### src/sv/bpa_pkg.sv
// ----------------------------------------------------------------------------
// bpa_pkg
// Shared types and constants for the bounded priority admission unit.
// ----------------------------------------------------------------------------
package bpa_pkg;

   localparam int SLOTS_DEFAULT    = 16;
   localparam int ID_WIDTH_DEFAULT = 10;

   localparam int CAP_W      = 5;
   localparam int RANK_W     = 10;
   localparam int FIELD_ID_W = 10;
   localparam int OCC_W      = 5;

   localparam logic [CAP_W-1:0] CAP_RESET = CAP_W'(16);

   typedef enum logic {
      CMD_ADMIT   = 1'b0,
      CMD_RELEASE = 1'b1
   } cmd_type;

   typedef struct packed {
      cmd_type                 cmd;
      logic [FIELD_ID_W-1:0]   client_id;
      logic [RANK_W-1:0]       client_rank;
   } req_type;

   typedef struct packed {
      logic                    accepted;
      logic                    evicted;
      logic [FIELD_ID_W-1:0]   evicted_id;
      logic [OCC_W-1:0]        occupancy;
   } rsp_type;

   typedef enum logic [2:0] {
      ST_IDLE   = 3'b001,
      ST_SCAN   = 3'b010,
      ST_UPDATE = 3'b100
   } state_type;

endpackage

### src/sv/bpa_cell.sv
// ----------------------------------------------------------------------------
// bpa_cell
// One member slot. Holds an id and a rank, folds itself into the scan token
// that walks the chain, and shifts down or loads a newcomer on commit.
// ----------------------------------------------------------------------------
module bpa_cell #(
   parameter int SLOTS    = bpa_pkg::SLOTS_DEFAULT,
   parameter int ID_WIDTH = bpa_pkg::ID_WIDTH_DEFAULT,
   parameter int IDX      = 0
) (
   input  logic                                         clock,
   input  logic [ID_WIDTH-1:0]                          req_id_i,
   input  logic [bpa_pkg::RANK_W-1:0]                   req_rank_i,
   input  logic [$clog2(SLOTS+1)-1:0]                   count_i,
   input  logic                                         commit_i,
   input  logic                                         rem_i,
   input  logic [(SLOTS > 1 ? $clog2(SLOTS) : 1)-1:0]   pos_i,
   input  logic                                         app_i,
   input  logic [(SLOTS > 1 ? $clog2(SLOTS) : 1)-1:0]   slot_i,
   input  logic [ID_WIDTH-1:0]                          nxt_id_i,
   input  logic [bpa_pkg::RANK_W-1:0]                   nxt_rank_i,
   input  logic                                         tok_any_i,
   input  logic [bpa_pkg::RANK_W-1:0]                   tok_rank_i,
   input  logic [(SLOTS > 1 ? $clog2(SLOTS) : 1)-1:0]   tok_widx_i,
   input  logic [ID_WIDTH-1:0]                          tok_wid_i,
   input  logic                                         tok_found_i,
   input  logic [(SLOTS > 1 ? $clog2(SLOTS) : 1)-1:0]   tok_fidx_i,
   output logic                                         tok_any_o,
   output logic [bpa_pkg::RANK_W-1:0]                   tok_rank_o,
   output logic [(SLOTS > 1 ? $clog2(SLOTS) : 1)-1:0]   tok_widx_o,
   output logic [ID_WIDTH-1:0]                          tok_wid_o,
   output logic                                         tok_found_o,
   output logic [(SLOTS > 1 ? $clog2(SLOTS) : 1)-1:0]   tok_fidx_o,
   output logic [ID_WIDTH-1:0]                          id_o,
   output logic [bpa_pkg::RANK_W-1:0]                   rank_o
);
   import bpa_pkg::*;

   localparam int IW = (SLOTS > 1) ? $clog2(SLOTS) : 1;
   localparam int CW = $clog2(SLOTS + 1);
   localparam logic [IW-1:0] MY_IDX = IW'(IDX);

   logic [ID_WIDTH-1:0] id_ff,   id_in;
   logic [RANK_W-1:0]   rank_ff, rank_in;

   logic                tok_any_ff,   tok_any_in;
   logic [RANK_W-1:0]   tok_rank_ff,  tok_rank_in;
   logic [IW-1:0]       tok_widx_ff,  tok_widx_in;
   logic [ID_WIDTH-1:0] tok_wid_ff,   tok_wid_in;
   logic                tok_found_ff, tok_found_in;
   logic [IW-1:0]       tok_fidx_ff,  tok_fidx_in;

   logic live;

   assign live = (CW'(IDX) < count_i);

   always_comb begin
      tok_any_in   = tok_any_i;
      tok_rank_in  = tok_rank_i;
      tok_widx_in  = tok_widx_i;
      tok_wid_in   = tok_wid_i;
      tok_found_in = tok_found_i;
      tok_fidx_in  = tok_fidx_i;
      // Strictly worse takes over, so a tie stays with the lower slot.
      if (live && (!tok_any_i || rank_ff > tok_rank_i)) begin
         tok_any_in  = 1'b1;
         tok_rank_in = rank_ff;
         tok_widx_in = MY_IDX;
         tok_wid_in  = id_ff;
      end
      if (live && !tok_found_i && id_ff == req_id_i) begin
         tok_found_in = 1'b1;
         tok_fidx_in  = MY_IDX;
      end
   end

   always_comb begin
      id_in   = id_ff;
      rank_in = rank_ff;
      if (commit_i) begin
         if (app_i && slot_i == MY_IDX) begin
            id_in   = req_id_i;
            rank_in = req_rank_i;
         end else if (rem_i && MY_IDX >= pos_i) begin
            id_in   = nxt_id_i;
            rank_in = nxt_rank_i;
         end
      end
   end

   always_ff @(posedge clock) begin
      id_ff        <= id_in;
      rank_ff      <= rank_in;
      tok_any_ff   <= tok_any_in;
      tok_rank_ff  <= tok_rank_in;
      tok_widx_ff  <= tok_widx_in;
      tok_wid_ff   <= tok_wid_in;
      tok_found_ff <= tok_found_in;
      tok_fidx_ff  <= tok_fidx_in;
   end

   assign tok_any_o   = tok_any_ff;
   assign tok_rank_o  = tok_rank_ff;
   assign tok_widx_o  = tok_widx_ff;
   assign tok_wid_o   = tok_wid_ff;
   assign tok_found_o = tok_found_ff;
   assign tok_fidx_o  = tok_fidx_ff;
   assign id_o        = id_ff;
   assign rank_o      = rank_ff;

endmodule

### src/sv/bpa_ctrl.sv
// ----------------------------------------------------------------------------
// bpa_ctrl
// Sequencer for the admission unit: takes a beat, times the scan down the
// cell chain, decides admit, evict or release, and drives the result beat.
// ----------------------------------------------------------------------------
module bpa_ctrl #(
   parameter int SLOTS    = bpa_pkg::SLOTS_DEFAULT,
   parameter int ID_WIDTH = bpa_pkg::ID_WIDTH_DEFAULT
) (
   input  logic                                         clock,
   input  logic                                         reset,
   input  logic                                         req_valid,
   output logic                                         req_stall,
   input  bpa_pkg::req_type                             req_data,
   output logic                                         rsp_valid,
   input  logic                                         rsp_stall,
   output bpa_pkg::rsp_type                             rsp_data,
   input  logic                                         csr_we,
   input  logic [bpa_pkg::CAP_W-1:0]                    csr_wdata,
   input  logic                                         end_any_i,
   input  logic [bpa_pkg::RANK_W-1:0]                   end_rank_i,
   input  logic [(SLOTS > 1 ? $clog2(SLOTS) : 1)-1:0]   end_widx_i,
   input  logic [ID_WIDTH-1:0]                          end_wid_i,
   input  logic                                         end_found_i,
   input  logic [(SLOTS > 1 ? $clog2(SLOTS) : 1)-1:0]   end_fidx_i,
   output logic [ID_WIDTH-1:0]                          req_id_o,
   output logic [bpa_pkg::RANK_W-1:0]                   req_rank_o,
   output logic [$clog2(SLOTS+1)-1:0]                   count_o,
   output logic                                         commit_o,
   output logic                                         rem_o,
   output logic [(SLOTS > 1 ? $clog2(SLOTS) : 1)-1:0]   pos_o,
   output logic                                         app_o,
   output logic [(SLOTS > 1 ? $clog2(SLOTS) : 1)-1:0]   slot_o
);
   import bpa_pkg::*;

   localparam int IW = (SLOTS > 1) ? $clog2(SLOTS) : 1;
   localparam int CW = $clog2(SLOTS + 1);
   localparam logic [IW-1:0] LAST_STEP = IW'(SLOTS - 1);

   state_type           state_ff, state_in;
   logic [IW-1:0]       step_ff,  step_in;
   logic [CW-1:0]       count_ff, count_in;
   logic [CAP_W-1:0]    cap_ff,   cap_in;
   cmd_type             cmd_ff,   cmd_in;
   logic [ID_WIDTH-1:0] rid_ff,   rid_in;
   logic [RANK_W-1:0]   rrank_ff, rrank_in;
   logic                rsp_valid_ff, rsp_valid_in;
   rsp_type             rsp_ff,   rsp_in;

   logic                full;
   logic                acc, ev, rem, app, commit;
   logic [ID_WIDTH-1:0] ev_id;
   logic [IW-1:0]       pos;
   logic [CW-1:0]       count_next;

   assign full = (32'(count_ff) >= 32'(SLOTS)) || (32'(count_ff) >= 32'(cap_ff));

   always_comb begin
      acc   = 1'b0;
      ev    = 1'b0;
      rem   = 1'b0;
      app   = 1'b0;
      pos   = end_widx_i;
      ev_id = '0;
      unique case (cmd_ff)
         CMD_ADMIT: begin
            if (!full) begin
               app = 1'b1;
               acc = 1'b1;
            end else if (end_any_i && rrank_ff < end_rank_i) begin
               rem   = 1'b1;
               app   = 1'b1;
               ev    = 1'b1;
               acc   = 1'b1;
               ev_id = end_wid_i;
            end
         end
         CMD_RELEASE: begin
            pos = end_fidx_i;
            if (end_found_i) begin
               rem = 1'b1;
               acc = 1'b1;
            end
         end
         default: ;
      endcase
   end

   always_comb begin
      count_next = count_ff;
      if (app && !rem) begin
         count_next = count_ff + CW'(1);
      end else if (rem && !app) begin
         count_next = count_ff - CW'(1);
      end
   end

   // The result register must be free before the set is changed.
   assign commit = (state_ff == ST_UPDATE) && (!rsp_valid_ff || !rsp_stall);

   always_comb begin
      state_in     = state_ff;
      step_in      = step_ff;
      cmd_in       = cmd_ff;
      rid_in       = rid_ff;
      rrank_in     = rrank_ff;
      count_in     = count_ff;
      cap_in       = csr_we ? csr_wdata : cap_ff;
      rsp_in       = rsp_ff;
      rsp_valid_in = rsp_valid_ff && rsp_stall;
      unique case (state_ff)
         ST_IDLE: begin
            if (req_valid) begin
               cmd_in   = req_data.cmd;
               rid_in   = ID_WIDTH'(32'(req_data.client_id));
               rrank_in = req_data.client_rank;
               step_in  = '0;
               state_in = ST_SCAN;
            end
         end
         ST_SCAN: begin
            step_in = step_ff + IW'(1);
            if (step_ff == LAST_STEP) begin
               state_in = ST_UPDATE;
            end
         end
         ST_UPDATE: begin
            if (commit) begin
               count_in            = count_next;
               rsp_valid_in        = 1'b1;
               rsp_in.accepted     = acc;
               rsp_in.evicted      = ev;
               rsp_in.evicted_id   = FIELD_ID_W'(32'(ev_id));
               rsp_in.occupancy    = OCC_W'(32'(count_next));
               state_in            = ST_IDLE;
            end
         end
         default: state_in = ST_IDLE;
      endcase
   end

   always_ff @(posedge clock) begin
      if (reset) begin
         state_ff     <= ST_IDLE;
         step_ff      <= '0;
         count_ff     <= '0;
         cap_ff       <= CAP_RESET;
         rsp_valid_ff <= 1'b0;
      end else begin
         state_ff     <= state_in;
         step_ff      <= step_in;
         count_ff     <= count_in;
         cap_ff       <= cap_in;
         rsp_valid_ff <= rsp_valid_in;
      end
   end

   always_ff @(posedge clock) begin
      cmd_ff   <= cmd_in;
      rid_ff   <= rid_in;
      rrank_ff <= rrank_in;
      rsp_ff   <= rsp_in;
   end

   assign req_stall  = (state_ff != ST_IDLE);
   assign rsp_valid  = rsp_valid_ff;
   assign rsp_data   = rsp_ff;
   assign req_id_o   = rid_ff;
   assign req_rank_o = rrank_ff;
   assign count_o    = count_ff;
   assign commit_o   = commit;
   assign rem_o      = rem;
   assign pos_o      = pos;
   assign app_o      = app;
   assign slot_o     = rem ? IW'(count_ff - CW'(1)) : IW'(count_ff);

`ifndef SYNTHESIS
   a_count_bound: assert property (@(posedge clock) disable iff (reset)
      32'(count_ff) <= 32'(SLOTS))
      else $error("member count exceeds slot count");

   a_occ_matches: assert property (@(posedge clock) disable iff (reset)
      commit |=> rsp_valid_ff && (rsp_ff.occupancy == OCC_W'(32'(count_ff))))
      else $error("reported occupancy differs from member count");

   a_evict_accepts: assert property (@(posedge clock) disable iff (reset)
      commit && ev |-> acc && rem && app && (count_next == count_ff))
      else $error("eviction without a matching replacement");

   a_accept_scans: assert property (@(posedge clock) disable iff (reset)
      (req_valid && !req_stall) |=> (state_ff == ST_SCAN) && (step_ff == '0))
      else $error("accepted beat did not start a scan");
`endif

endmodule

### src/sv/bounded_priority_admission_unit.sv
// ----------------------------------------------------------------------------
// bounded_priority_admission_unit
// Capacity-limited admission set with lowest-rank priority and eviction.
// ----------------------------------------------------------------------------
// Each beat on the request channel is an admit or a release and yields exactly
// one response beat. Members live in a chain of SLOTS cells; a scan token walks
// that chain one cell per cycle to find the worst-ranked member or the first
// id match. An item is taken from the request channel, the token passes every
// cell, and the controller then commits the decision and registers the
// response. The next request is taken once the commit is done; a response
// waiting on rsp_stall holds the commit of the following item. The capacity
// register may be written only while no item is in flight; values above SLOTS
// act as SLOTS and zero counts as full.
module bounded_priority_admission_unit #(
   parameter int SLOTS    = bpa_pkg::SLOTS_DEFAULT,
   parameter int ID_WIDTH = bpa_pkg::ID_WIDTH_DEFAULT
) (
   input  logic                       clock,
   input  logic                       reset,
   input  logic                       req_valid,
   output logic                       req_stall,
   input  bpa_pkg::req_type           req_data,
   output logic                       rsp_valid,
   input  logic                       rsp_stall,
   output bpa_pkg::rsp_type           rsp_data,
   input  logic                       csr_we,
   input  logic [bpa_pkg::CAP_W-1:0]  csr_wdata
);
   import bpa_pkg::*;

   localparam int IW = (SLOTS > 1) ? $clog2(SLOTS) : 1;
   localparam int CW = $clog2(SLOTS + 1);

   logic                tok_any   [SLOTS];
   logic [RANK_W-1:0]   tok_rank  [SLOTS];
   logic [IW-1:0]       tok_widx  [SLOTS];
   logic [ID_WIDTH-1:0] tok_wid   [SLOTS];
   logic                tok_found [SLOTS];
   logic [IW-1:0]       tok_fidx  [SLOTS];
   logic [ID_WIDTH-1:0] cell_id   [SLOTS];
   logic [RANK_W-1:0]   cell_rank [SLOTS];

   logic [ID_WIDTH-1:0] req_id;
   logic [RANK_W-1:0]   req_rank;
   logic [CW-1:0]       count;
   logic                commit, rem, app;
   logic [IW-1:0]       pos, slot;

   bpa_ctrl #(
      .SLOTS    (SLOTS),
      .ID_WIDTH (ID_WIDTH)
   ) u_ctrl (
      .clock       (clock),
      .reset       (reset),
      .req_valid   (req_valid),
      .req_stall   (req_stall),
      .req_data    (req_data),
      .rsp_valid   (rsp_valid),
      .rsp_stall   (rsp_stall),
      .rsp_data    (rsp_data),
      .csr_we      (csr_we),
      .csr_wdata   (csr_wdata),
      .end_any_i   (tok_any[SLOTS-1]),
      .end_rank_i  (tok_rank[SLOTS-1]),
      .end_widx_i  (tok_widx[SLOTS-1]),
      .end_wid_i   (tok_wid[SLOTS-1]),
      .end_found_i (tok_found[SLOTS-1]),
      .end_fidx_i  (tok_fidx[SLOTS-1]),
      .req_id_o    (req_id),
      .req_rank_o  (req_rank),
      .count_o     (count),
      .commit_o    (commit),
      .rem_o       (rem),
      .pos_o       (pos),
      .app_o       (app),
      .slot_o      (slot)
   );

   for (genvar k = 0; k < SLOTS; k++) begin : g_cell
      logic                in_any, in_found;
      logic [RANK_W-1:0]   in_rank, nxt_rank;
      logic [IW-1:0]       in_widx, in_fidx;
      logic [ID_WIDTH-1:0] in_wid, nxt_id;

      // The first cell sees an empty token; the last cell has no neighbor
      // above it and keeps its own contents on a shift.
      if (k == 0) begin : g_head
         assign in_any   = 1'b0;
         assign in_rank  = '0;
         assign in_widx  = '0;
         assign in_wid   = '0;
         assign in_found = 1'b0;
         assign in_fidx  = '0;
      end else begin : g_link
         assign in_any   = tok_any[k-1];
         assign in_rank  = tok_rank[k-1];
         assign in_widx  = tok_widx[k-1];
         assign in_wid   = tok_wid[k-1];
         assign in_found = tok_found[k-1];
         assign in_fidx  = tok_fidx[k-1];
      end

      if (k == SLOTS - 1) begin : g_tail
         assign nxt_id   = cell_id[k];
         assign nxt_rank = cell_rank[k];
      end else begin : g_body
         assign nxt_id   = cell_id[k+1];
         assign nxt_rank = cell_rank[k+1];
      end

      bpa_cell #(
         .SLOTS    (SLOTS),
         .ID_WIDTH (ID_WIDTH),
         .IDX      (k)
      ) u_cell (
         .clock       (clock),
         .req_id_i    (req_id),
         .req_rank_i  (req_rank),
         .count_i     (count),
         .commit_i    (commit),
         .rem_i       (rem),
         .pos_i       (pos),
         .app_i       (app),
         .slot_i      (slot),
         .nxt_id_i    (nxt_id),
         .nxt_rank_i  (nxt_rank),
         .tok_any_i   (in_any),
         .tok_rank_i  (in_rank),
         .tok_widx_i  (in_widx),
         .tok_wid_i   (in_wid),
         .tok_found_i (in_found),
         .tok_fidx_i  (in_fidx),
         .tok_any_o   (tok_any[k]),
         .tok_rank_o  (tok_rank[k]),
         .tok_widx_o  (tok_widx[k]),
         .tok_wid_o   (tok_wid[k]),
         .tok_found_o (tok_found[k]),
         .tok_fidx_o  (tok_fidx[k]),
         .id_o        (cell_id[k]),
         .rank_o      (cell_rank[k])
      );
   end

endmodule
### config.mk
export PLATFORM = sky130hd
export DESIGN_NAME = bounded_priority_admission_unit
export DESIGN_NICKNAME = d
export VERILOG_FILES = /design/src/sv/bpa_pkg.sv /design/src/sv/bpa_cell.sv /design/src/sv/bpa_ctrl.sv /design/src/sv/bounded_priority_admission_unit.sv
export SDC_FILE = /design/constraint.sdc
export NUM_CORES = 1
export LEC_CHECK = 0
export ABC_AREA = 1
export BUFFER_PORTS_ARGS = -buffer_cell sky130_fd_sc_hd__clkbuf_2
export CORE_MARGIN = 3
export CORE_UTILIZATION = 40
export DETAILED_ROUTE_END_ITERATION = 12
export PLACE_DENSITY = 0.52
export SYNTH_ARGS = -nofsm -noshare
export SYNTH_HDL_FRONTEND = slang
export SYNTH_HIERARCHICAL = 1
export SYNTH_SLANG_ARGS = --single-unit
### constraint.sdc
create_clock -name clock -period 10 [get_ports clock]
set_clock_uncertainty 0.15 [all_clocks]
set_input_delay 0.5 -clock clock [delete_from_list [all_inputs] [get_ports clock]]
set_output_delay 0.5 -clock clock [all_outputs]
set_load 0.1 [all_outputs]
==> After elaboration in Yosys (flattened, before gate mapping) <==
Cells that the tools add are included.
{ "classes": {"addsub": 3, "magnitude_cmp": 49, "n_eq_ne": 39, "n_mux": 113, "bitwise": 3, "reduce_logical": 171} }
{ "ops": {"columns": ["cell", "n"], "rows": [
  ["two-way mux 10 bit", 90],
  ["equality test 10 bit", 16],
  ["greater-than comparator 10 bit", 15],
  ["logical AND 1 bit", 82],
  ["less-than comparator 4 x 5 -> 1 bit (first input constant)", 8],
  ["AND reduction 2 bit", 19],
  ["equality test 4 bit (second input constant)", 9],
  ["logical NOT 1 bit", 34],
  ["nonzero test 2 bit", 16],
  ["greater-or-equal comparator 4 bit (first input constant)", 7],
  ["less-than comparator 3 x 5 -> 1 bit (first input constant)", 4],
  ["logical OR 1 bit", 17],
  ["equality test 4 x 3 -> 1 bit (second input constant)", 4],
  ["greater-or-equal comparator 3 x 4 -> 1 bit (first input constant)", 4],
  ["two-way mux 4 bit", 3],
  ["two-way mux 1 bit", 11],
  ["less-than comparator 1 x 5 -> 1 bit (first input constant)", 2],
  ["less-than comparator 10 bit", 1],
  ["less-than comparator 2 x 5 -> 1 bit (first input constant)", 2],
  ["two-way mux 5 bit", 2],
  ["two-way mux 3 bit", 3],
  ["case mux 3 bit (3 select lines)", 1],
  ["equality test 4 x 2 -> 1 bit (second input constant)", 2],
  ["greater-or-equal comparator 1 x 4 -> 1 bit (first input constant)", 2],
  ["other kinds (19)", 24]
]} }
{ "totals": {"regBits": 826, "input_bits": 31, "out_inout_bits": 19, "elab_cells": 516} }

==> Depth between registers and ports, before layout <==
Gate-level depths: netlist of run 1.
{ "logic_depth": {"word_depth": 10, "mapped_depth": 20, "mapped_depth_nobuf": 18} }

==> Modules after synthesis <==
The synthesis of run 1 kept the hierarchy.
{ "modules_own_cells": {"columns": ["mod", "instances", "cells_per_inst", "area_each_um2", "seq_area_each_um2"], "rows": [
  ["bpa_ctrl", 1, 311, 2795.2, 1501.4],
  ["bpa_cell (g_cell[1].u_cell)", 1, 254, 2571.2, 1201.2],
  ["bpa_cell (g_cell[14].u_cell)", 1, 268, 2396.0, 1201.2],
  ["bpa_cell (g_cell[12].u_cell)", 1, 258, 2382.3, 1201.2],
  ["bpa_cell (g_cell[10].u_cell)", 1, 261, 2368.5, 1201.2],
  ["bpa_cell (g_cell[0].u_cell)", 1, 280, 2366.0, 1201.2],
  ["bpa_cell (g_cell[4].u_cell)", 1, 258, 2358.5, 1201.2],
  ["bpa_cell (g_cell[9].u_cell)", 1, 256, 2357.3, 1201.2],
  ["bpa_cell (g_cell[8].u_cell)", 1, 257, 2347.3, 1201.2],
  ["bpa_cell (g_cell[2].u_cell)", 1, 249, 2338.5, 1201.2],
  ["bpa_cell (g_cell[5].u_cell)", 1, 246, 2338.5, 1201.2],
  ["bpa_cell (g_cell[6].u_cell)", 1, 256, 2337.2, 1201.2],
  ["bpa_cell (g_cell[13].u_cell)", 1, 252, 2323.5, 1201.2],
  ["bpa_cell (g_cell[11].u_cell)", 1, 246, 2318.5, 1201.2],
  ["+4 rows", null, null, null, null]
]} }

==> Worst setup path after synthesis of run 1 <==
No wires, ideal clock.
{ "synth_timing": {"path_kind": "flip-flop to flip-flop", "startpoint": "register u_ctrl.count_ff[4] (netlist: u_ctrl/count_o[4])", "endpoint": "register g_cell[7].u_cell.id_ff[0] (enable)", "setup_ns": 0.428, "t_arrival_ns": 5.361, "required_ns": 9.422, "path_slack_ns": 4.061, "stages_incl_launch_ff": 10, "path_buffers": 1, "period_less_slack_ns": 5.939, "cell_sequence": "dfxtp_1 -> ha_1 -> nand2_1 -> inv_1 -> a21oi_4 -> nand2_1 -> a21oi_1 -> nand3_1 -> buf_2 -> a21boi_0"} }
{ "synth_via": {"word_cells_on_any_way": 13, "classes_between": "order compare: 2; eq/ne: 1; mux: 5; reduce/logical: 5"} }
{ "synth_rtl": {"columns": ["element", "line", "source"], "rows": [
  ["start: declaration", "bpa_ctrl.sv:43", "logic [CW-1:0] count_ff, count_in;"],
  ["start signal: assignment", "bpa_ctrl.sv:153", "count_ff <= count_in;"],
  ["greater-or-equal comparator 5 bit", "bpa_ctrl.sv:57", "assign full = (32'(count_ff) >= 32'(SLOTS)) || (32'(count_ff) >= 32'(cap_ff));"],
  ["logical OR 1 bit *", "bpa_ctrl.sv:57", null],
  ["two-way mux 1 bit *", "bpa_ctrl.sv:68", "if (!full) begin"],
  ["two-way mux 1 bit *", "bpa_ctrl.sv:66", "unique case (cmd_ff)"],
  ["net app", "bounded_priority_admission_unit.sv:46", "logic commit, rem, app;"],
  ["logical AND 1 bit *", "bpa_cell.sv:81", "if (app_i && slot_i == MY_IDX) begin"],
  ["nonzero test 2 bit (no line) *", null, null],
  ["AND reduction 2 bit (no line) *", null, null],
  ["end signal: assignment", "bpa_cell.sv:92", "id_ff <= id_in;"],
  ["end: declaration", "bpa_cell.sv:43", "logic [ID_WIDTH-1:0] id_ff, id_in;"]
]} }
Mark *: on every way through the listed nets, which the timed path passes. The rest lies on a longest branch.
A chain may end at the register's enable or synchronous reset.

==> Worst setup path in the final report of run 1 <==
{ "layout_timing": {"startpoint": "register u_ctrl.rrank_ff[9] (netlist: u_ctrl/req_rank_o[9])", "endpoint": "register g_cell[3].u_cell.id_ff[4] (enable)"} }
{ "layout_via": {"elab_chain_len": 10, "word_cells_on_any_way": 13, "classes_between": "order compare: 1; eq/ne: 1; mux: 6; reduce/logical: 5"} }
{ "layout_lines": {"columns": ["element", "line", "source"], "rows": [
  ["start: declaration", "bpa_ctrl.sv:47", "logic [RANK_W-1:0] rrank_ff, rrank_in;"],
  ["start signal: assignment", "bpa_ctrl.sv:162", "rrank_ff <= rrank_in;"],
  ["less-than comparator 10 bit", "bpa_ctrl.sv:71", "end else if (end_any_i && rrank_ff < end_rank_i) begin"],
  ["logical AND 1 bit", "bpa_ctrl.sv:71", null],
  ["two-way mux 1 bit", "bpa_ctrl.sv:71", null],
  ["two-way mux 1 bit", "bpa_ctrl.sv:68", null],
  ["case mux 1 bit (2 select lines)", "bpa_ctrl.sv:66", null],
  ["net rem", "bounded_priority_admission_unit.sv:46", null],
  ["two-way mux 4 bit", "bpa_ctrl.sv:176", "assign slot_o = rem ? IW'(count_ff - CW'(1)) : IW'(count_ff);"],
  ["net slot[0]", "bounded_priority_admission_unit.sv:47", "logic [IW-1:0] pos, slot;"],
  ["equality test 4 x 2 -> 1 bit", "bpa_cell.sv:81", null],
  ["logical AND 1 bit", "bpa_cell.sv:81", null],
  ["nonzero test 2 bit (no line)", null, null],
  ["AND reduction 2 bit (no line)", null, null],
  ["end signal: assignment", "bpa_cell.sv:92", null],
  ["end: declaration", "bpa_cell.sv:43", null]
]} }
The timed path passes the listed nets, and every way through them passes these cells.

==> out/qor.yml, run 1 <==
rsz0062_at_grt: "no"
crit_arrival_ps: 6020
tns_ps: 0
diodes: 0
synthArstFlopShare_pct: 0
path_common_cell: "nand2_1"
synth_commonest_cells: "nand2_1 (1,273), inv_1 (586), dfxtp_1 (498), nand3_1 (393), edfxtp_1 (358)"
drv_slew: 0
wirelength_mm: 116.4
timing.final.crit_share_pct: 59.02
core_area_mm2: 0.1001
cts_buffer_depth: 3
ys_warn_count: 6
grt_usage_pct: 21.94
critical_path_class: "reg -> reg"
status: "complete, no violations"
max_freq_ghz: 0.1694
crit_fanout: 25
grt_overflow: 0
path_delay_family: "simple AND/OR/NAND/NOR gates"
viasPerCell: 4.933
yosysUniqueCellTypes: 61
setup-violations-final: 0
cts_made_buffers: 94
final_core_util_pct: 45.15
period_needed_ps: 5902
synthTopCellsByArea: "edfxtp_1 (27%), dfxtp_1 (25%), nand2_1 (12%)"
slowest_stage: "a21boi_2"
ys_seq_area_share_pct: 51.23
layout.nets: 4737
max_cap_viol_count: 0
wl_per_cell_um: 19.70
final.fill_count: 9747
dp_slack_ps: 4041
power.static_leakage_nw: 21.16
first_pass_iters: 6
seq_area_mm2: 0.02072
multi_input_area_mm2: 0.01668
hold_viol_final: 0
drc: 0
die_width_um: 324.0
power_mw: 11.32
cp.required_ps: 10120
yosysMostFrequentCell: "nand2_1"
crit_buf_inv: 0
syn_inst: 4417
synth_top_area_cell: "edfxtp_1"
crit_path_end_kind: "register"
whs_ps: 69.22
ys_ff_latch: 856
antenna_found_initial: 0
cts-root-buf: "clkbuf_16"
worstPathCellList: "ha_1 > nand2_1 > nand3b_1 > nor2_1 > nand3_1 > o21bai_2 > nand2_1 > nand2_1 > nand4_2 > a21boi_2"
synth-main-ff-cell: "dfxtp_1"
io_pins: 50
area_growth_pct: 11.80
hp-class: "in -> reg"
dr.first_iter.drc_count: 2321
maxSlewHeadroom_pct: 19.01
htree_levels: 3
crit_path_start_kind: "register"
synth_edf_count: 358
cellPowerDensity_mw_per_mm2: 250.3
ir_drop_v: 0.0001437
avgSynthCellArea_um2: 9.156
gp_congestion: 0.8285
cts_setup_buffers: 0
vias: 29140
yosysTopAreaCellShare_pct: 26.58
die_y_um: 324.0
worst_slew_pin_slew_ps: 1208
initial_core_util_pct: 40.38
dieArea_mm2: 0.1050
path_clk_slew_ps: 60
drtAntennaViolNets: 0
critical_path.max_stage_delay_ps: 1200
io_buffers: 49
postLayoutSetupSlackWorst_ps: 4098
rows: 116
clk_latency_ps: 670
dp_hpwl_mm: 82.10
grt_pass1_wl_mm: 173.5
clock_sinks: 856
syn_area_mm2: 0.04044
drive_gt1_share_pct: 14.58
cts_tree: "done"
grt_max_degree: 41
grt_pass1_vias: 27430
==> report_power, final <==
part	leakage, nW	internal, mW	switching (mW)
clock	1.56	2.11	1.44
combinational	12.2	0.926	1.90
sequential	7.42	4.48	0.471
total	21.2	7.51	3.81
==> metrics by stage <==
step	area [µm²]	instances
3_5_place_dp	41750	5700
6_report	45220	5907
3_3_place_gp	41750	5700
5_1_grt	45220	5907
2_1_floorplan	40590	4457
4_1_cts	45220	5907
==> logic make-up (layout without fill, tap and decap cells) <==
logic type,after synthesis,in the layout,share of synthesized area [%]
mux,200,200,5.856
simple gates,2101,2101,23.78
xor+xnor,62,62,1.343
other cells,1,41,0.009272
compound gates,288,288,4.198
buf+inv,731,883,8.078
fa+ha+maj,178,178,5.507
flops,856,856,51.23
==> sequential cells by signal, indices dropped and copies added, names as in the netlist <==
name,flops
g_cell.u_cell/tok_found_o,16
u_ctrl/rsp_data,17
u_ctrl/req_id_o,10
u_ctrl/step_ff,4
u_ctrl/cap_ff,5
g_cell.u_cell/tok_any_o,16
g_cell.u_cell/id_o,160
g_cell.u_cell/rank_o,160
g_cell.u_cell/tok_fidx_o,64
g_cell.u_cell/tok_widx_o,64
u_ctrl/count_o,5
u_ctrl/rsp_valid,1
g_cell.u_cell/tok_rank_o,160
g_cell.u_cell/tok_wid_o,160
u_ctrl/state_ff,3
u_ctrl/cmd_ff,1
u_ctrl/req_rank_o,10
==> cells in the final DEF, fill, tap and decap left out, types with 6 or more instances in the layout <==
cell,netlist,final
nor2_1,130,129
dlygate4sd3_1,0,30
inv_2,7,7
a21boi_2,0,15
clkinv_2,0,15
nand3_2,10,10
o211ai_1,6,6
mux2_4,31,31
nand4_1,47,47
dfxtp_1,498,497
xor2_1,40,40
and2_1,7,7
nand2_2,89,89
bufinv_16,0,6
nor2_2,8,9
a21boi_0,53,39
or2_2,34,34
nand2_4,39,39
nor2_4,16,16
edfxtp_1,358,358
o21ai_0,123,123
a21oi_2,6,6
xnor2_1,22,22
nand3_1,393,393
clkbuf_16,0,98
conb_1,1,41
inv_1,586,586
mux2_2,158,158
clkbuf_1,38,28
a21oi_1,58,57
clkbuf_2,0,50
nand2_1,1273,1273
o22ai_1,12,12
buf_4,25,34
nor3_1,21,21
mux2_1,11,11
ha_1,178,178
o21ai_1,10,10
clkbuf_8,0,20
==> per-layer routing <==
layer | wire (µm) | vias to the layer above | track usage [%]
li1 | - | 14480 | -
met1 | 51660 | 13750 | 29.24
met2 | 55510 | 717 | 36.82
met3 | 5510 | 189 | 3.176
met4 | 3697 | 0 | 6.937
met5 | 0 | - | 0
==> repair_timing <==
action	4_1_cts	5_1_grt
hold buffers	30	0
hold endpoints to repair	27	0
endpoints found under the setup margin	0	0
gates resized for setup	0	0
==> worst reg2reg max path, cell delays in order (launching register included) <==
cell and delay [ps]:
edfxtp_1 970, ha_1 400, nand2_1 80, nand3b_1 70, nor2_1 160, nand3_1 180
o21bai_2 680, nand2_1 110, nand2_1 660, nand4_2 850, a21boi_2 1200
==> worst paths after layout <==
check / from / end / slack [ps] / cells after the start
min: reset / u_ctrl/rsp_valid$_SDFF_PP0_ / 70 / 2
max reg2reg: u_ctrl/req_rank_o[9]$_DFFE_PP_ / g_cell[3].u_cell/id_o[4]$_DFFE_PP_ / 4100 / 10
max: u_ctrl/req_rank_o[9]$_DFFE_PP_ / g_cell[3].u_cell/id_o[4]$_DFFE_PP_ / 4100 / 10
min reg2reg: g_cell[5].u_cell/tok_fidx_o[3]$_SDFF_PP0_ / g_cell[6].u_cell/tok_fidx_o[3]$_SDFF_PP0_ / 250 / 2
==> final cells by class <==
type	count	area share, %
Inverter	593	4.923
Multi-Input combinational cell	2870	36.88
Tap cell	1298	3.592
Sequential cell	856	45.83
Clock inverter	30	0.7305
Timing Repair Buffer	113	1.771
Clock buffer	147	6.276
Note: power is estimated with default switching activity, not from simulation.
==> run 2, diff against run 1 <==
PLACE_DENSITY = 0.54   (was 0.52)
clock period = 5 ns   (was 10 ns; I/O delays follow)
==> run 2 against run 1 <==
  * Cell count increased by 0.64%
  * Register-to-register slack got worse by 3400 ps
  * Non-clock buffer count increased by 39
  * Via count about the same
  * Clock power increased by 100%
  * Setup slack got worse by 3400 ps
  * Wire length decreased by 6.0%
  * Sequential power increased by 98%
==> out/qor.yml, run 2 (synthesis results as in run 1) <==
crit_fanout: 27
crit_path_start_kind: "register"
die_width_um: 324.0
dr.first_iter.drc_count: 2030
holdPathStages: 2
timing.final.crit_share_pct: 87.01
cp-startpoint: "u_ctrl/count_o[0]$_SDFFE_PP0P_"
r2r-end: "g_cell[10].u_cell/id_o[6]$_DFFE_PP_"
io_buffers: 49
io_pins: 50
layout_commonest_cell: "nand2_1"
initial_core_util_pct: 40.38
critical_path_class: "reg -> reg"
max_cap_viol_count: 0
rows: 116
max_freq_ghz: 0.2299
die_y_um: 324.0
dp_slack_ps: 650.2
status: "complete, no violations"
ir_drop_v: 0.0002562
wl_per_cell_um: 18.41
setup-violations-final: 0
gp_congestion: 0.8231
maxSlewHeadroom_pct: 16.07
worstReg2RegStart: "u_ctrl/count_o[0]$_SDFFE_PP0P_"
cts_resized: 0
min_from: "req_data[14]"
drc: 0
cts_setup_buffers: 0
grt_overflow: 0
dp_hpwl_mm: 74.49
core_area_mm2: 0.1001
drive_gt1_share_pct: 15.00
min_to: "u_ctrl/req_id_o[4]$_DFFE_PP_"
clock_sinks: 856
cts_tree: "done"
clk_latency_ps: 660
period_needed_ps: 4350
path_clk_slew_ps: 60
cellPowerDensity_mw_per_mm2: 495.1
tns_ps: 0
grt_pass1_vias: 28370
hp-class: "in -> reg"
htree_levels: 3
grt_pass1_wl_mm: 168.2
multi_input_area_mm2: 0.01668
drtAntennaViolNets: 0
r2r_slack_ps: 650
first_pass_iters: 6
antenna_found_initial: 4
grt_usage_pct: 20.74
cts_buffer_depth: 3
power.static_leakage_nw: 21.34
cts-root-buf: "clkbuf_16"
area_growth_pct: 12.54
worst_slew_pin_slew_ps: 1258
rsz0062_at_grt: "no"
reg2reg_depth: 16
seq_area_mm2: 0.02072
drv_slew: 0
power_mw: 22.54
grt_max_degree: 39
final.fill_count: 9683
crit_path_end_kind: "register"
cp.required_ps: 5160
vias: 29150
postLayoutSetupSlackWorst_ps: 649.7
hold_viol_final: 0
hold_buffers: 40
mostFrequentLayoutCells: "nand2_1 (1,273), inv_1 (586), dfxtp_1 (497)"
viasPerCell: 4.904
dieArea_mm2: 0.1050
cts_made_buffers: 93
layout.nets: 4775
wirelength_mm: 109.4
crit_arrival_ps: 4510
[run 2: cell types whose count changed in the layout (fill, tap and decap cells not counted), sizes merged]
cell and change:
buf +29, bufinv +3, clkbuf -21, clkinv +15
clkinvlp +1, diode +1, dlygate4sd3 +10
[run 2: final cells by class]
cell class              count  share of cell area, %
inverters                 593                  4.890
clock inverters            49                  1.119
repair buffers            152                  2.458
clock buffers             126                  5.795
diodes                      1               0.005498
well taps                1298                  3.568
flip-flops and latches    856                  45.52
multi-input cells        2870                  36.64
[run 2: routing by layer]
metal / GRT usage (%) / vias to the layer above / share of wire [%]
li1: - / 14560 / -
met1: 27.41 / 13820 / 44
met2: 35.04 / 585 / 48
met3: 3.631 / 187 / 4.9
met4: 5.626 / 0 / 2.5
met5: 0 / - / 0
[run 2: per-stage QoR]
step	util (%)	cell area (µm²)	cells	hold slack [ps]
6_report	45.45	45520	5945	174.3
5_1_grt	45.45	45510	5944	150.4
4_1_cts	45.45	45510	5944	122.6
3_5_place_dp	41.91	41970	5729	243.4
3_3_place_gp	41.91	41970	5729	238.3
2_1_floorplan	-	40600	4457	198.9
[run 2: worst max-delay path, cell delays in order (launching register included)]
cell	delay (ps)
dfxtp_1	320
inv_1	150
ha_1	330
inv_1	40
nand2_1	40
nand2_1	40
nand2_1	60
nand2_2	90
nand2_1	170
nand2_2	90
o21bai_2	510
nand2_1	100
nand2_1	570
nor3b_2	350
nand3_4	380
a21boi_2	280
buf_4	310
[run 2: worst max-delay path by stage]
stage	end	slack, ps	cells after the start
final	g_cell[10].u_cell/id_o[6]$_DFFE_PP_	650	16
after global routing	g_cell[9].u_cell/rank_o[5]$_DFFE_PP_	370	16
after CTS	g_cell[9].u_cell/rank_o[5]$_DFFE_PP_	620	16
after detailed placement	g_cell[9].u_cell/rank_o[8]$_DFFE_PP_	650	16
after global placement	g_cell[10].u_cell/rank_o[7]$_DFFE_PP_	700	16
after floorplan	g_cell[6].u_cell/id_o[0]$_DFFE_PP_	280	16
[run 2: report_power, final]
part	internal (mW)	switching (mW)	total, mW	leakage, nW
sequential	8.95	0.859	9.81	7.42
clock	4.18	2.89	7.07	1.54
combinational	1.86	3.79	5.65	12.4
